File: config.mk
export PLATFORM = sky130hd
export DESIGN_NAME = smc_ctrl
export DESIGN_NICKNAME = d
export VERILOG_FILES = /design/src/hdl/smc_pkg.sv /design/src/hdl/smc_ctrl.sv
export VERILOG_INCLUDE_DIRS = /design/src /design/src/hdl
export SDC_FILE = /design/constraint.sdc
export NUM_CORES = 1
export LEC_CHECK = 0
export ABC_AREA = 1
export BUFFER_PORTS_ARGS = -buffer_cell sky130_fd_sc_hd__clkbuf_2
export CORE_ASPECT_RATIO = 0.8
export CORE_UTILIZATION = 61
export CTS_CLUSTER_DIAMETER = 120
export CTS_CLUSTER_SIZE = 12
export DETAILED_ROUTE_END_ITERATION = 10
export PLACE_DENSITY = 0.88
export SYNTH_ARGS = -nofsm -noshare
export SYNTH_HDL_FRONTEND = slang
export SYNTH_SLANG_ARGS = --single-unit
File: constraint.sdc
create_clock -name clk -period 4 [get_ports clk]
set_input_delay 0.4 -clock clk [delete_from_list [all_inputs] [get_ports clk]]
set_output_delay 0.4 -clock clk [all_outputs]
set_load 0.05 [all_outputs]
File: src/hdl/stack_machine_core_top_defines.svh
// ----------------------------------------------------------------------------
// stack_machine_core_top_defines.svh
// Assertion macros for the stack machine core RTL.
// ----------------------------------------------------------------------------
`ifndef STACK_MACHINE_CORE_TOP_DEFINES_SVH
`define STACK_MACHINE_CORE_TOP_DEFINES_SVH

// Same-cycle implication, sampled on clk, off during reset.
`define SMC_ASSERT_NOW(lbl, ante, cons, msg) \
    lbl: assert property (@(posedge clk) disable iff (!rst_n) (ante) |-> (cons)) else $error(msg);

// Next-cycle implication, sampled on clk, off during reset.
`define SMC_ASSERT_NEXT(lbl, ante, cons, msg) \
    lbl: assert property (@(posedge clk) disable iff (!rst_n) (ante) |=> (cons)) else $error(msg);

`endif

File: src/hdl/smc_pkg.sv
// ----------------------------------------------------------------------------
// smc_pkg
// Types, codes and helpers shared by the stack machine core modules.
// ----------------------------------------------------------------------------
package smc_pkg;

    localparam int SMC_MEM_WORDS = 65536;
    localparam int WORD_W = 64;
    localparam int PC_W   = 19;
    localparam int SP_W   = 20;
    localparam int CMD_W  = 3;
    localparam int OP_W   = 6;
    localparam int STAT_W = 3;
    localparam int CNT_W  = 32;

    // host commands
    localparam logic [CMD_W-1:0] CMD_WRITE  = 3'd0;
    localparam logic [CMD_W-1:0] CMD_READ   = 3'd1;
    localparam logic [CMD_W-1:0] CMD_START  = 3'd2;
    localparam logic [CMD_W-1:0] CMD_STEP   = 3'd3;
    localparam logic [CMD_W-1:0] CMD_RESUME = 3'd4;

    // run status codes
    localparam logic [STAT_W-1:0] ST_OK      = 3'd0;
    localparam logic [STAT_W-1:0] ST_EXIT    = 3'd1;
    localparam logic [STAT_W-1:0] ST_UNKNOWN = 3'd2;
    localparam logic [STAT_W-1:0] ST_HOST    = 3'd3;
    localparam logic [STAT_W-1:0] ST_DIVZ    = 3'd4;
    localparam logic [STAT_W-1:0] ST_IDLE    = 3'd5;

    // instruction opcodes
    localparam logic [OP_W-1:0] OP_LEA  = 6'd0;
    localparam logic [OP_W-1:0] OP_IMM  = 6'd1;
    localparam logic [OP_W-1:0] OP_JMP  = 6'd2;
    localparam logic [OP_W-1:0] OP_JSR  = 6'd3;
    localparam logic [OP_W-1:0] OP_BZ   = 6'd4;
    localparam logic [OP_W-1:0] OP_BNZ  = 6'd5;
    localparam logic [OP_W-1:0] OP_ENT  = 6'd6;
    localparam logic [OP_W-1:0] OP_ADJ  = 6'd7;
    localparam logic [OP_W-1:0] OP_LEV  = 6'd8;
    localparam logic [OP_W-1:0] OP_LI   = 6'd9;
    localparam logic [OP_W-1:0] OP_LC   = 6'd10;
    localparam logic [OP_W-1:0] OP_SI   = 6'd11;
    localparam logic [OP_W-1:0] OP_SC   = 6'd12;
    localparam logic [OP_W-1:0] OP_PSH  = 6'd13;
    localparam logic [OP_W-1:0] OP_OR   = 6'd14;
    localparam logic [OP_W-1:0] OP_XOR  = 6'd15;
    localparam logic [OP_W-1:0] OP_AND  = 6'd16;
    localparam logic [OP_W-1:0] OP_EQ   = 6'd17;
    localparam logic [OP_W-1:0] OP_NE   = 6'd18;
    localparam logic [OP_W-1:0] OP_LT   = 6'd19;
    localparam logic [OP_W-1:0] OP_GT   = 6'd20;
    localparam logic [OP_W-1:0] OP_LE   = 6'd21;
    localparam logic [OP_W-1:0] OP_GE   = 6'd22;
    localparam logic [OP_W-1:0] OP_SHL  = 6'd23;
    localparam logic [OP_W-1:0] OP_SHR  = 6'd24;
    localparam logic [OP_W-1:0] OP_ADD  = 6'd25;
    localparam logic [OP_W-1:0] OP_SUB  = 6'd26;
    localparam logic [OP_W-1:0] OP_MUL  = 6'd27;
    localparam logic [OP_W-1:0] OP_DIV  = 6'd28;
    localparam logic [OP_W-1:0] OP_MOD  = 6'd29;
    localparam logic [OP_W-1:0] OP_OPEN = 6'd30;
    localparam logic [OP_W-1:0] OP_MCMP = 6'd37;
    localparam logic [OP_W-1:0] OP_EXIT = 6'd38;

    typedef enum logic [2:0] {
        A_HOST, A_PC, A_SP, A_SPM8, A_ACC, A_TMP
    } addr_sel_t;

    typedef enum logic [2:0] {
        W_HOST, W_ACC, W_FP, W_PC8, W_MERGE
    } wdata_sel_t;

    typedef enum logic [3:0] {
        ACT_NONE, ACT_START, ACT_RESUME, ACT_IGNORE, ACT_HREAD, ACT_FETCH,
        ACT_OPER, ACT_PUSH, ACT_LEV_SP, ACT_POP, ACT_LOAD, ACT_STORE,
        ACT_HALT, ACT_MD_START, ACT_MD_DONE
    } act_t;

    typedef enum logic [1:0] {
        MD_MUL, MD_DIV, MD_MOD
    } md_op_t;

    typedef struct packed {
        logic       capture;
        act_t       act;
        addr_sel_t  addr_sel;
        wdata_sel_t wdata_sel;
        logic       mem_wr;
        logic       phase;
    } dp_cmd_t;

    typedef struct packed {
        logic [CMD_W-1:0] cmd;
        logic [OP_W-1:0]  op;
        logic             run_ok;
        logic             run_host;
        logic             acc_zero;
        logic             md_done;
    } dp_stat_t;

    function automatic logic [WORD_W-1:0] sext8(input logic [7:0] b);
        return {{(WORD_W-8){b[7]}}, b};
    endfunction

endpackage

File: src/hdl/smc_ctrl.sv
// ----------------------------------------------------------------------------
// smc_ctrl
// Sequencer: walks each request through its memory accesses and actions.
// ----------------------------------------------------------------------------
`include "stack_machine_core_top_defines.svh"

module smc_ctrl import smc_pkg::*; (
    input  logic     clk,
    input  logic     rst_n,
    input  logic     cmd_valid,
    output logic     cmd_stall,
    output logic     rsp_valid,
    input  logic     rsp_stall,
    input  dp_stat_t dp_stat,
    output dp_cmd_t  dp_cmd
);

    typedef enum logic [18:0] {
        S_IDLE   = 19'd1,
        S_DISP   = 19'd2,
        S_HWR    = 19'd4,
        S_HRD    = 19'd8,
        S_HRDW   = 19'd16,
        S_FETCH  = 19'd32,
        S_FETCHW = 19'd64,
        S_DECODE = 19'd128,
        S_RDPC   = 19'd256,
        S_RDPCW  = 19'd512,
        S_PUSH   = 19'd1024,
        S_POP    = 19'd2048,
        S_POPW   = 19'd4096,
        S_RDM    = 19'd8192,
        S_RDMW   = 19'd16384,
        S_WRM    = 19'd32768,
        S_MD     = 19'd65536,
        S_MDW    = 19'd131072,
        S_RESP   = 19'd262144
    } state_t;

    state_t state_reg, state_next;
    logic   phase_reg, phase_next;
    logic   accept;
    logic   op_alu;

    assign accept    = (state_reg == S_IDLE) && cmd_valid;
    assign cmd_stall = (state_reg != S_IDLE);
    assign rsp_valid = (state_reg == S_RESP);
    assign op_alu    = (dp_stat.op >= OP_OR) && (dp_stat.op <= OP_SUB);

    always_comb
    begin
        state_next          = state_reg;
        phase_next          = phase_reg;
        dp_cmd.capture      = accept;
        dp_cmd.act          = ACT_NONE;
        dp_cmd.addr_sel     = A_PC;
        dp_cmd.wdata_sel    = W_ACC;
        dp_cmd.mem_wr       = 1'b0;
        dp_cmd.phase        = phase_reg;
        case (state_reg)
            S_IDLE:
            begin
                if (cmd_valid)
                begin
                    state_next = S_DISP;
                end
            end
            S_DISP:
            begin
                state_next = S_RESP;
                case (dp_stat.cmd)
                    CMD_WRITE: state_next = S_HWR;
                    CMD_READ:  state_next = S_HRD;
                    CMD_START: dp_cmd.act = ACT_START;
                    CMD_STEP:
                    begin
                        if (dp_stat.run_ok)
                        begin
                            state_next = S_FETCH;
                        end
                        else
                        begin
                            dp_cmd.act = ACT_IGNORE;
                        end
                    end
                    CMD_RESUME:
                    begin
                        dp_cmd.act = dp_stat.run_host ? ACT_RESUME : ACT_IGNORE;
                    end
                    default: dp_cmd.act = ACT_IGNORE;
                endcase
            end
            S_HWR:
            begin
                dp_cmd.addr_sel  = A_HOST;
                dp_cmd.wdata_sel = W_HOST;
                dp_cmd.mem_wr    = 1'b1;
                state_next       = S_RESP;
            end
            S_HRD:
            begin
                dp_cmd.addr_sel = A_HOST;
                state_next      = S_HRDW;
            end
            S_HRDW:
            begin
                dp_cmd.act = ACT_HREAD;
                state_next = S_RESP;
            end
            S_FETCH:
            begin
                dp_cmd.addr_sel = A_PC;
                state_next      = S_FETCHW;
            end
            S_FETCHW:
            begin
                dp_cmd.act = ACT_FETCH;
                state_next = S_DECODE;
            end
            S_DECODE:
            begin
                case (dp_stat.op)
                    OP_LEA, OP_IMM, OP_JMP, OP_JSR, OP_BZ, OP_BNZ, OP_ADJ:
                        state_next = S_RDPC;
                    OP_ENT, OP_PSH:
                        state_next = S_PUSH;
                    OP_LEV:
                    begin
                        dp_cmd.act = ACT_LEV_SP;
                        phase_next = 1'b0;
                        state_next = S_POP;
                    end
                    OP_LI, OP_LC, OP_EXIT:
                        state_next = S_RDM;
                    OP_SI, OP_SC, OP_MUL:
                        state_next = S_POP;
                    OP_DIV, OP_MOD:
                    begin
                        if (dp_stat.acc_zero)
                        begin
                            dp_cmd.act = ACT_HALT;
                            state_next = S_RESP;
                        end
                        else
                        begin
                            state_next = S_POP;
                        end
                    end
                    default:
                    begin
                        if (op_alu)
                        begin
                            state_next = S_POP;
                        end
                        else
                        begin
                            dp_cmd.act = ACT_HALT;
                            state_next = S_RESP;
                        end
                    end
                endcase
            end
            S_RDPC:
            begin
                dp_cmd.addr_sel = A_PC;
                state_next      = S_RDPCW;
            end
            S_RDPCW:
            begin
                dp_cmd.act = ACT_OPER;
                state_next = (dp_stat.op == OP_JSR) ? S_PUSH : S_RESP;
            end
            S_PUSH:
            begin
                dp_cmd.act      = ACT_PUSH;
                dp_cmd.addr_sel = A_SPM8;
                dp_cmd.mem_wr   = 1'b1;
                case (dp_stat.op)
                    OP_JSR:  dp_cmd.wdata_sel = W_PC8;
                    OP_ENT:  dp_cmd.wdata_sel = W_FP;
                    default: dp_cmd.wdata_sel = W_ACC;
                endcase
                state_next = (dp_stat.op == OP_ENT) ? S_RDPC : S_RESP;
            end
            S_POP:
            begin
                dp_cmd.addr_sel = A_SP;
                state_next      = S_POPW;
            end
            S_POPW:
            begin
                dp_cmd.act = ACT_POP;
                case (dp_stat.op)
                    OP_LEV:
                    begin
                        phase_next = 1'b1;
                        state_next = phase_reg ? S_RESP : S_POP;
                    end
                    OP_SI:                  state_next = S_WRM;
                    OP_SC:                  state_next = S_RDM;
                    OP_MUL, OP_DIV, OP_MOD: state_next = S_MD;
                    default:                state_next = S_RESP;
                endcase
            end
            S_RDM:
            begin
                case (dp_stat.op)
                    OP_SC:   dp_cmd.addr_sel = A_TMP;
                    OP_EXIT: dp_cmd.addr_sel = A_SP;
                    default: dp_cmd.addr_sel = A_ACC;
                endcase
                state_next = S_RDMW;
            end
            S_RDMW:
            begin
                dp_cmd.act = ACT_LOAD;
                state_next = (dp_stat.op == OP_SC) ? S_WRM : S_RESP;
            end
            S_WRM:
            begin
                dp_cmd.act       = ACT_STORE;
                dp_cmd.addr_sel  = A_TMP;
                dp_cmd.mem_wr    = 1'b1;
                dp_cmd.wdata_sel = (dp_stat.op == OP_SC) ? W_MERGE : W_ACC;
                state_next       = S_RESP;
            end
            S_MD:
            begin
                dp_cmd.act = ACT_MD_START;
                state_next = S_MDW;
            end
            S_MDW:
            begin
                if (dp_stat.md_done)
                begin
                    dp_cmd.act = ACT_MD_DONE;
                    state_next = S_RESP;
                end
            end
            S_RESP:
            begin
                if (!rsp_stall)
                begin
                    state_next = S_IDLE;
                end
            end
            default:
            begin
                state_next = S_IDLE;
            end
        endcase
    end

    always_ff @(posedge clk or negedge rst_n)
    begin
        if (!rst_n)
        begin
            state_reg <= S_IDLE;
            phase_reg <= 1'b0;
        end
        else
        begin
            state_reg <= state_next;
            phase_reg <= phase_next;
        end
    end

    `SMC_ASSERT_NEXT(a_accept_dispatch, accept, state_reg == S_DISP,
        "accepted request did not reach dispatch")
    `SMC_ASSERT_NEXT(a_step_idle_resp,
        (state_reg == S_DISP) && (dp_stat.cmd == CMD_STEP) && !dp_stat.run_ok,
        (state_reg == S_RESP), "step on halted core did not answer at once")
    `SMC_ASSERT_NEXT(a_md_wait, (state_reg == S_MDW) && !dp_stat.md_done,
        state_reg == S_MDW, "left divide wait before the unit finished")
    `SMC_ASSERT_NOW(a_no_write_on_idle, state_reg == S_IDLE, !dp_cmd.mem_wr,
        "memory write issued with no request in flight")

endmodule

==> metrics.csv, run 1 <==
stage;metric;value;unit
power_and_ir_drop;peakVddDrop;0.000302;V
finish;instances_no_fill;343;
sta;layout_setup_ws;1.52;ns
cts;root_buffer;clkbuf_8;
finish;antenna_cells;0;
placement;gp_congestion;0.919;
yosys;ys_seq_elements;20;
setup_path;path_max_fanout;8;
routing;detail_route.vias_per_cell;5.52;
finish;largest_register_ff_count;19;
yosys;netlist_area;1860;um2
sta;slew_violations;0;
yosys;seq_area_frac_synth;0.269;
setup_path;critical_path.cell_chain;nor2_2, nand2_2, nor2_4, nand3_2, nor2_2, nand2_1, and3_4, nand2_1, clkbuf_2;
yosys;synth_top_cell_by_area;dfrtp_1;
cts;cts_resized;0;
sta;rsz0062_at_grt;no;
yosys;synth-main-ff-cell;dfrtp_1;
sta;relSlewSlack;0.656;
global_route;overflow;0;
setup_path;crit_slowest_cell;dfrtp_1;
sta;setup_viol;0;
yosys;yosysMostFrequentCell;nand2_1;
routing;route.met2.wl;2090;um
routing;met3WireLength;337;um
sta;timing.final.crit_share;0.620;
floorplan;rows;17;
placement;dpl.hpwl;3730;um
run;cap_violations;0;
setup_path;critPathMaxStageDelay;0.40;ns
finish;area_growth;13.5;%
sta;period_needed;2.48;ns
global_route;track_usage;0.318;
yosys;postSynth.asyncResetShare;1.00;
sta;fmax;0.403;GHz
setup_path;path_buf_inv;1;
placement;dp_worst_setup_slack;1.78;ns
setup_path;setup.worst_path.end;dp_cmd[10];
cts;post-cts-setup-buffers;0;
routing;vias;1895;
routing;route.layer.met1.wl;2130;um
global_route;grt_pass1_vias;1680;
setup_path;r2r-end;state_reg[18];
floorplan;die_area;3280;um2
yosys;synth_cells;273;
sta;setup_tns;0;ns
cts;cts_hold_buf;0;
placement;dp_cells;339;
routing;highest_layer;met4;
sta;worst-slew-pin-transition;0.516;ns
cts;clk_latency;0.26;ns
min_path;hold_class;in -> async;
sta;hold_viol_final;0;
floorplan;die_w;63.8;um
setup_path;crit_type;reg -> out;
setup_path;required;3.60;ns
cts;cts_tree;done;
finish;fin_nets;323;
setup_path;cp.depth;9;
cts;htreeDepth;1;
yosys;synth.area.top_cells;dfrtp_1, nand2_1, nor2_1;
routing;dr.pass1.iters;6;
global_route;grt_max_degree;21;
finish;final_area;2110;um2
routing;initialDrtViolationCount;159;
global_route;grt_pass1_wl;7810;um
power_and_ir_drop;p_per_area;374;nW/um2
floorplan;die_h;51.4;um
routing;wire_per_inst;13.5;um
routing;antenna_left;0;
yosys;synth_edf_count;0;
finish;drive_above_1_share;0.279;
setup_path;r2r-start;state_reg[0];
setup_path;cp-start-kind;register;
yosys;synth_top_area_frac;0.255;
floorplan;ios;32;
routing;drc;0;
cts;clock_sink_count;20;
setup_path;path_delay_family;simple AND/OR/NAND/NOR gates;
sta;finClkSkew;0.00462;ns
yosys;netlist_top_cells_count;nand2_1, nor2_1, inv_1;
setup_path;crit_path_end_kind;output pin;
placement;io_buffers;31;
routing;drt_wl_total;4620;um
setup_path;cp.arrival;2.08;ns
global_route;antenna_found_initial;0;
finish;fillers;227;
yosys;synth_fp_nets;290;
cts;cts-buffers-inserted;3;
outcome;status;completed;
cts;cts_max_path_buffers;2;
setup_path;regToRegSetupSlack;2.29;ns
floorplan;core_area;2830;um2
setup_path;worstSetupStartpoint;state_reg[8];
floorplan;initial_core_util;0.659;
placement;placed_area;2040;um2
cts;path_clk_slew;0.08;ns
power_and_ir_drop;leakage;0.00121;uW
setup_path;reg2reg_depth;11;
yosys;yosys_warnings;0;
yosys;avgSynthCellArea;6.82;um2
yosys;synth_cell_types;33;
[per-layer routing]
layer | global-route usage | vias up
met4 | 0.0568 | 0
met5 | 0 | -
met3 | 0.0491 | 8
met1 | 0.450 | 846
met2 | 0.518 | 92
li1 | - | 949
[area by class of cell]
class | count | area [um2] | share of cell area
clock buffers | 3 | 41.3 | 0.0195
flip-flops and latches | 20 | 502 | 0.237
multi-input cells | 204 | 1170 | 0.551
repair buffers | 31 | 155 | 0.0734
clock inverters | 1 | 30.0 | 0.0142
inverters | 46 | 173 | 0.0817
well taps | 38 | 47.5 | 0.0225
[cell usage in the layout, fill, tap and decap left out, drive strengths merged]
cell type  Yosys  final
o22ai          2      2
o2111ai        1      1
o21a           1      1
o211ai         3      3
dfrtp         19     19
o32ai          1      1
nor2          57     57
clkbuf         0     34
nor3b          3      3
nand3         33     33
and3           1      1
nor4           2      2
nand4          7      7
o21ai          9      9
clkinv         2      2
inv           44     44
a211oi         1      1
nor3          11     11
bufinv         0      1
a21oi          5      5
nand2         65     65
and2           2      2
dfstp          1      1
[per-stage QoR]
stage | total power [uW] | utilization | hold slack (ns)
3_3_place_gp | 582 | 0.722 | 0.393
4_1_cts | 791 | 0.747 | 0.114
5_1_grt | 834 | 0.747 | 0.144
2_1_floorplan | 522 | - | 0.104
6_report | 790 | 0.747 | 0.0961
3_5_place_dp | 588 | 0.722 | 0.398
[worst reg2reg max path, cell delays in order (launching register included)]
cell and delay (ns):
dfstp_2 0.58, nor2_2 0.06, nand2_2 0.14, nor2_8 0.09, nand3_1 0.17, nand2_1 0.08, nor2_1 0.10, nand2_1 0.08
nor2_1 0.12, nand3_2 0.08, nand3_1 0.07, nand2_1 0.05
[report_power, final]
part	internal [uW]	leakage, uW	total [uW]	switching, uW
registers	218	0.000275	232	13.6
logic	110	0.000898	357	247
clock network	134	0.0000357	201	67.3
[logic make-up (layout without fill, tap and decap cells)]
group / Yosys count / count (layout) / synth area share
AND/OR/NAND/NOR: 181 / 181 / 0.550
buffers and inverters: 49 / 81 / 0.105
AO/OA/AOI/OAI: 23 / 23 / 0.0759
flip-flops: 20 / 20 / 0.269
[worst min path at each step]
| stage | startpoint | end | cells past startpoint |
|---|---|---|---|
| after global routing | rst_n | phase_reg | 1 |
| after CTS | rst_n | phase_reg | 1 |
| final | rst_n | phase_reg | 1 |
| after detailed placement | rst_n | phase_reg | 1 |
| after floorplan | rst_n | phase_reg | 0 |
| after global placement | rst_n | state_reg[8] | 1 |
Power figures use the tool's default switching activity.
==> run 2, diff against run 1 <==
--- a/config.mk
+++ b/config.mk
@@ -9,11 +9,11 @@
 export ABC_AREA = 1
 export BUFFER_PORTS_ARGS = -buffer_cell sky130_fd_sc_hd__clkbuf_2
 export CORE_ASPECT_RATIO = 0.8
-export CORE_UTILIZATION = 61
+export CORE_UTILIZATION = 56
 export CTS_CLUSTER_DIAMETER = 120
 export CTS_CLUSTER_SIZE = 12
 export DETAILED_ROUTE_END_ITERATION = 10
-export PLACE_DENSITY = 0.88
+export PLACE_DENSITY = 0.82
 export SYNTH_ARGS = -nofsm -noshare
 export SYNTH_HDL_FRONTEND = slang
 export SYNTH_SLANG_ARGS = --single-unit
==> constraint.sdc (replaced) <==
create_clock -name clk -period 2.6 [get_ports clk]
set_input_delay 0.26 -clock clk [delete_from_list [all_inputs] [get_ports clk]]
set_output_delay 0.26 -clock clk [all_outputs]
set_load 0.05 [all_outputs]
==> metrics.csv, run 2 (synthesis results as in run 1) <==
stage;metric;value;unit;change
routing;wire_per_inst;12.4;um;was 13.5 um
global_route;grt_pass1_vias;1636;;was 1680
sta;relSlewSlack;0.655;;was 0.656
finish;drive_above_1_share;0.278;;was 0.279
routing;initialDrtViolationCount;94;;was 159
global_route;track_usage;0.284;;was 0.318
routing;drc;0;;unchanged
sta;hold_viol_final;0;;unchanged
sta;period_needed;2.35;ns;
setup_path;critical_path.most_common_cell;nand2_1;;
sta;finClkSkew;0.00538;ns;was 0.00462 ns
sta;setup_viol;0;;unchanged
floorplan;die_h;53.6;um;was 51.4 um
power_and_ir_drop;peakVddDrop;0.000459;V;was 0.000302 V
cts;cts_tree;done;;unchanged
setup_path;cp-start-kind;register;;unchanged
setup_path;crit_slowest_cell;dfrtp_1;;unchanged
setup_path;regToRegSetupSlack;0.88;ns;was 2.29 ns
global_route;grt_max_degree;21;;unchanged
floorplan;die_w;66.5;um;was 63.8 um
cts;cts_max_path_buffers;2;;unchanged
setup_path;crit_type;reg -> out;;unchanged
outcome;status;completed;;unchanged
sta;timing.final.crit_share;0.905;;
finish;largest_register_ff_count;19;;unchanged
finish;antenna_cells;0;;unchanged
min_path;hold_class;in -> reg;;was in -> async
power_and_ir_drop;internal_power;712;uW;was 462 uW
cts;root_buffer;clkbuf_8;;unchanged
cts;htreeDepth;1;;unchanged
global_route;antenna_found_initial;0;;unchanged
setup_path;critPathMaxStageDelay;0.42;ns;was 0.40 ns
cts;clock_sink_count;20;;unchanged
power_and_ir_drop;p_seq_frac;0.292;;was 0.294
floorplan;initial_core_util;0.595;;was 0.659
power_and_ir_drop;switchingPower;507;uW;was 328 uW
sta;worst-slew-pin-transition;0.517;ns;was 0.516 ns
cts;clk_latency;0.27;ns;was 0.26 ns
routing;antenna_left;0;;unchanged
sta;rsz0062_at_grt;no;;unchanged
routing;detail_route.vias_per_cell;5.36;;was 5.52
cts;cts_resized;0;;unchanged
global_route;overflow;0;;unchanged
cts;cts-buffers-inserted;3;;unchanged
cts;path_clk_slew;0.07;ns;was 0.08 ns
routing;dr.pass1.iters;4;;was 6
sta;fmax;0.425;GHz;
placement;dpl.hpwl;3540;um;was 3730 um
power_and_ir_drop;comb_power_share;0.450;;was 0.452
floorplan;rows;18;;was 17
power_and_ir_drop;p_per_area;573;nW/um2;was 374 nW/um2
power_and_ir_drop;leakage;0.00121;uW;about the same
floorplan;die_area;3560;um2;was 3280 um2
setup_path;path_max_fanout;4;;was 8
routing;drt_wl_total;4280;um;was 4620 um
power_and_ir_drop;finalPower;1220;uW;was 790 uW
setup_path;required;2.34;ns;was 3.60 ns
placement;gp_congestion;0.914;;was 0.919
finish;fin_nets;324;;was 323
routing;vias;1855;;was 1895
power_and_ir_drop;sw_frac_of_total;0.416;;was 0.415
cts;post-cts-setup-buffers;0;;unchanged
sta;setup_tns;0;ns;unchanged
global_route;grt_pass1_wl;7390;um;was 7810 um
finish;area_growth;14.2;%;was 13.5%
run;cap_violations;0;;unchanged
setup_path;crit_path_end_kind;output pin;;unchanged
floorplan;core_area;3130;um2;was 2830 um2
sta;slew_violations;0;;unchanged
finish;fillers;299;;was 227
floorplan;ios;32;;unchanged
placement;io_buffers;31;;unchanged
finish;layout_commonest_cell;nand2_1;;unchanged
cts;cts_hold_buf;1;;was 0
finish;layout_common_cells;nand2_1, nor2_1, inv_1;;unchanged
setup_path;cp.arrival;2.09;ns;was 2.08 ns
setup_path;critical_path.cell_chain;nor2_4, inv_1, nor3_1, nand3_2, nor2_2, nand2_1, and3_4, nand2_1, clkbuf_2;;was nor2_2, nand2_2, nor2_4, nand3_2, nor2_2, nand2_1, and3_4, nand2_1, clkbuf_2
power_and_ir_drop;pwr-share-clk;0.258;;was 0.254
[run 2: cell types whose count changed in the layout (fill, tap and decap cells not counted), sizes merged]
cell	change
dlygate4sd3	+1
[run 2: final timing paths]
check / cells past startpoint / start / to
setup / recovery: 9 / state_reg[4] / dp_cmd[10]
hold / removal: 2 / dp_stat[10] / state_reg[2]
setup reg to reg: 11 / state_reg[0] / state_reg[18]
hold reg to reg: 2 / phase_reg / phase_reg
max in group asynchronous: 2 / rst_n / state_reg[0]
min in group asynchronous: 2 / rst_n / state_reg[9]
[run 2: through the flow]
step / cells / hold WS (ns) / util / instance area [um2] / worst slack (ns)
2_1_floorplan: 273 / -0.0356 / - / 1860 / 0.276
3_3_place_gp: 341 / 0.256 / 0.653 / 2050 / 0.608
3_5_place_dp: 341 / 0.253 / 0.653 / 2050 / 0.569
4_1_cts: 346 / 0.190 / 0.679 / 2130 / 0.258
5_1_grt: 346 / 0.211 / 0.679 / 2130 / 0.138
6_report: 346 / 0.197 / 0.679 / 2130 / 0.246
[run 2: final cells by class]
cell class	instances	area [um2]	area share
multi-input combinational	204	1170	0.548
clock buffer	3	41.3	0.0194
clock inverter	1	30.0	0.0141
inverter	46	173	0.0812
timing repair buffer	32	165	0.0776
sequential	20	502	0.236
tap	40	50.0	0.0235
[run 2: power by group through the flow]
stage / combinational, uW / sequential, uW / clock, uW
6_report: 548 / 356 / 315
5_1_grt: 605 / 360 / 332
2_1_floorplan: 447 / 356 / 0
3_5_place_dp: 544 / 361 / 0
3_3_place_gp: 535 / 361 / 0
4_1_cts: 549 / 355 / 317
[run 2: routing by layer]
layer | vias up | wire length [um] | global-route usage
met5 | - | 0 | 0
met4 | 0 | 39 | 0.0638
met3 | 5 | 282 | 0.0678
met2 | 60 | 1900 | 0.442
met1 | 839 | 2060 | 0.403
li1 | 951 | - | -
[run 2: worst max-delay path: cells and delay by family (launching register included)]
| kind | cells | cell delay (ns) |
|---|---|---|
| flip-flops | 1 | 0.42 |
| AND/OR/NAND/NOR | 7 | 1.07 |
| buffers and inverters | 2 | 0.33 |
==> run 3, diff against run 2 <==
--- a/config.mk
+++ b/config.mk
@@ -9,11 +9,11 @@
 export ABC_AREA = 1
 export BUFFER_PORTS_ARGS = -buffer_cell sky130_fd_sc_hd__clkbuf_2
 export CORE_ASPECT_RATIO = 0.8
-export CORE_UTILIZATION = 56
+export CORE_UTILIZATION = 61
 export CTS_CLUSTER_DIAMETER = 120
 export CTS_CLUSTER_SIZE = 12
 export DETAILED_ROUTE_END_ITERATION = 10
-export PLACE_DENSITY = 0.82
+export PLACE_DENSITY = 0.88
 export SYNTH_ARGS = -nofsm -noshare
 export SYNTH_HDL_FRONTEND = slang
 export SYNTH_SLANG_ARGS = --single-unit
==> constraint.sdc (replaced) <==
create_clock -name clk -period 3.01 [get_ports clk]
set_input_delay 0.301 -clock clk [delete_from_list [all_inputs] [get_ports clk]]
set_output_delay 0.301 -clock clk [all_outputs]
set_load 0.05 [all_outputs]
==> metrics.csv, run 3 (synthesis results as in run 1) <==
stage;metric;value;unit;change
global_route;track_usage;0.296;;was 0.284
cts;root_buffer;clkbuf_8;;unchanged
floorplan;die_area;3280;um2;was 3560 um2
sta;setup_tns;0;ns;unchanged
finish;final_core_util;0.747;;was 0.679
power_and_ir_drop;p_per_area;496;nW/um2;was 573 nW/um2
power_and_ir_drop;peakVddDrop;0.000330;V;was 0.000459 V
cts;post-cts-setup-buffers;0;;unchanged
floorplan;ios;32;;unchanged
global_route;grt_max_degree;21;;unchanged
cts;cts_max_path_buffers;2;;unchanged
setup_path;path_max_fanout;8;;was 4
sta;hold_viol_final;0;;unchanged
power_and_ir_drop;leakage;0.00121;uW;about the same
routing;dr.pass1.iters;5;;was 4
finish;fin_nets;323;;was 324
finish;layout_common_cells;nand2_1, nor2_1, inv_1;;unchanged
sta;setup_viol;0;;unchanged
min_path;hold_class;in -> async;;was in -> reg
routing;detail_route.vias_per_cell;5.48;;was 5.36
placement;gp_congestion;0.984;;was 0.914
placement;io_buffers;31;;unchanged
routing;drt_wl_total;4380;um;was 4280 um
routing;drc;0;;unchanged
routing;initialDrtViolationCount;154;;was 94
outcome;status;completed;;unchanged
cts;clock_sink_count;20;;unchanged
setup_path;required;2.71;ns;was 2.34 ns
cts;cts_hold_buf;0;;was 1
sta;slew_violations;0;;unchanged
cts;cts_resized;0;;unchanged
cts;htreeDepth;1;;unchanged
sta;relSlewSlack;0.651;;was 0.655
sta;rsz0062_at_grt;no;;unchanged
floorplan;core_area;2830;um2;was 3130 um2
cts;clk_latency;0.26;ns;was 0.27 ns
routing;vias;1878;;was 1855
cts;cts_tree;done;;unchanged
routing;wire_per_inst;12.8;um;was 12.4 um
placement;dpl.hpwl;3570;um;was 3540 um
floorplan;die_w;63.8;um;was 66.5 um
finish;layout_commonest_cell;nand2_1;;unchanged
setup_path;cp.arrival;2.10;ns;was 2.09 ns
cts;path_clk_slew;0.08;ns;was 0.07 ns
run;cap_violations;0;;unchanged
global_route;overflow;0;;unchanged
finish;area_growth;13.5;%;was 14.2%
floorplan;initial_core_util;0.659;;was 0.595
floorplan;die_h;51.4;um;was 53.6 um
global_route;grt_pass1_vias;1660;;was 1636
floorplan;rows;17;;was 18
finish;antenna_cells;0;;unchanged
finish;largest_register_ff_count;19;;unchanged
sta;worst-slew-pin-transition;0.524;ns;was 0.517 ns
routing;antenna_left;0;;unchanged
global_route;antenna_found_initial;0;;unchanged
sta;period_needed;2.40;ns;
setup_path;crit_path_end_kind;output pin;;unchanged
setup_path;crit_type;reg -> out;;unchanged
finish;drive_above_1_share;0.279;;was 0.278
sta;fmax;0.417;GHz;
sta;finClkSkew;0.00199;ns;was 0.00538 ns
setup_path;cp-start-kind;register;;unchanged
cts;cts-buffers-inserted;3;;unchanged
sta;timing.final.crit_share;0.797;;
global_route;grt_pass1_wl;7360;um;was 7390 um
run 3: area by class of cell:
class                           instances  area, um2
Multi-Input combinational cell        204       1170
Fill cell                             234        714
Sequential cell                        20        502
Inverter                               46        173
Timing Repair Buffer                   31        155
Tap cell                               38       47.5
Clock buffer                            3       41.3
Clock inverter                          1       30.0
run 3: final timing paths:
kind | end | slack (ns) | start | cells after the start
min reg2reg | phase_reg | 0.53 | phase_reg | 2
max | dp_cmd[11] | 0.61 | state_reg[8] | 9
max in group asynchronous | state_reg[0] | 2.65 | rst_n | 1
min in group clk | state_reg[2] | 0.23 | dp_stat[10] | 2
max reg2reg | state_reg[18] | 1.24 | state_reg[0] | 9
min | phase_reg | 0.001 | rst_n | 1
run 3: stage by stage:
| stage | std cells | instance area (um2) | hold WS [ns] | total power (uW) | worst slack (ns) |
|---|---|---|---|---|---|
| after global routing | 343 | 2110 | 0.0421 | 1110 | 0.506 |
| after CTS | 343 | 2110 | 0.0174 | 1050 | 0.617 |
| final | 343 | 2110 | 0.00119 | 1050 | 0.611 |
| after global placement | 339 | 2040 | 0.299 | 776 | 0.965 |
| after floorplan | 273 | 1860 | 0.00541 | 694 | 0.645 |
| after detailed placement | 339 | 2040 | 0.302 | 783 | 0.915 |
run 3: layer usage:
layer	global-route usage	wire length [um]	up-vias
li1	-	-	952
met1	0.400	2010	852
met2	0.486	2040	70
met3	0.0647	303	4
met4	0.0568	21	0
met5	0	0	-
run 3: worst max-delay path, cell delays in order (launching register included):
cell      delay, ns
dfrtp_1        0.40
nor2_2         0.15
nand2_2        0.13
nor2_4         0.25
nand3_2        0.18
nor2_2         0.16
nand2_1        0.09
and3_4         0.16
nand3_2        0.05
clkbuf_2       0.27
run 3: power breakdown:
part,internal [uW],leakage [uW],switching [uW]
logic,146,0.000898,326
clock network,178,0.0000357,92.3
registers,290,0.000275,17.5
total,614,0.00121,435
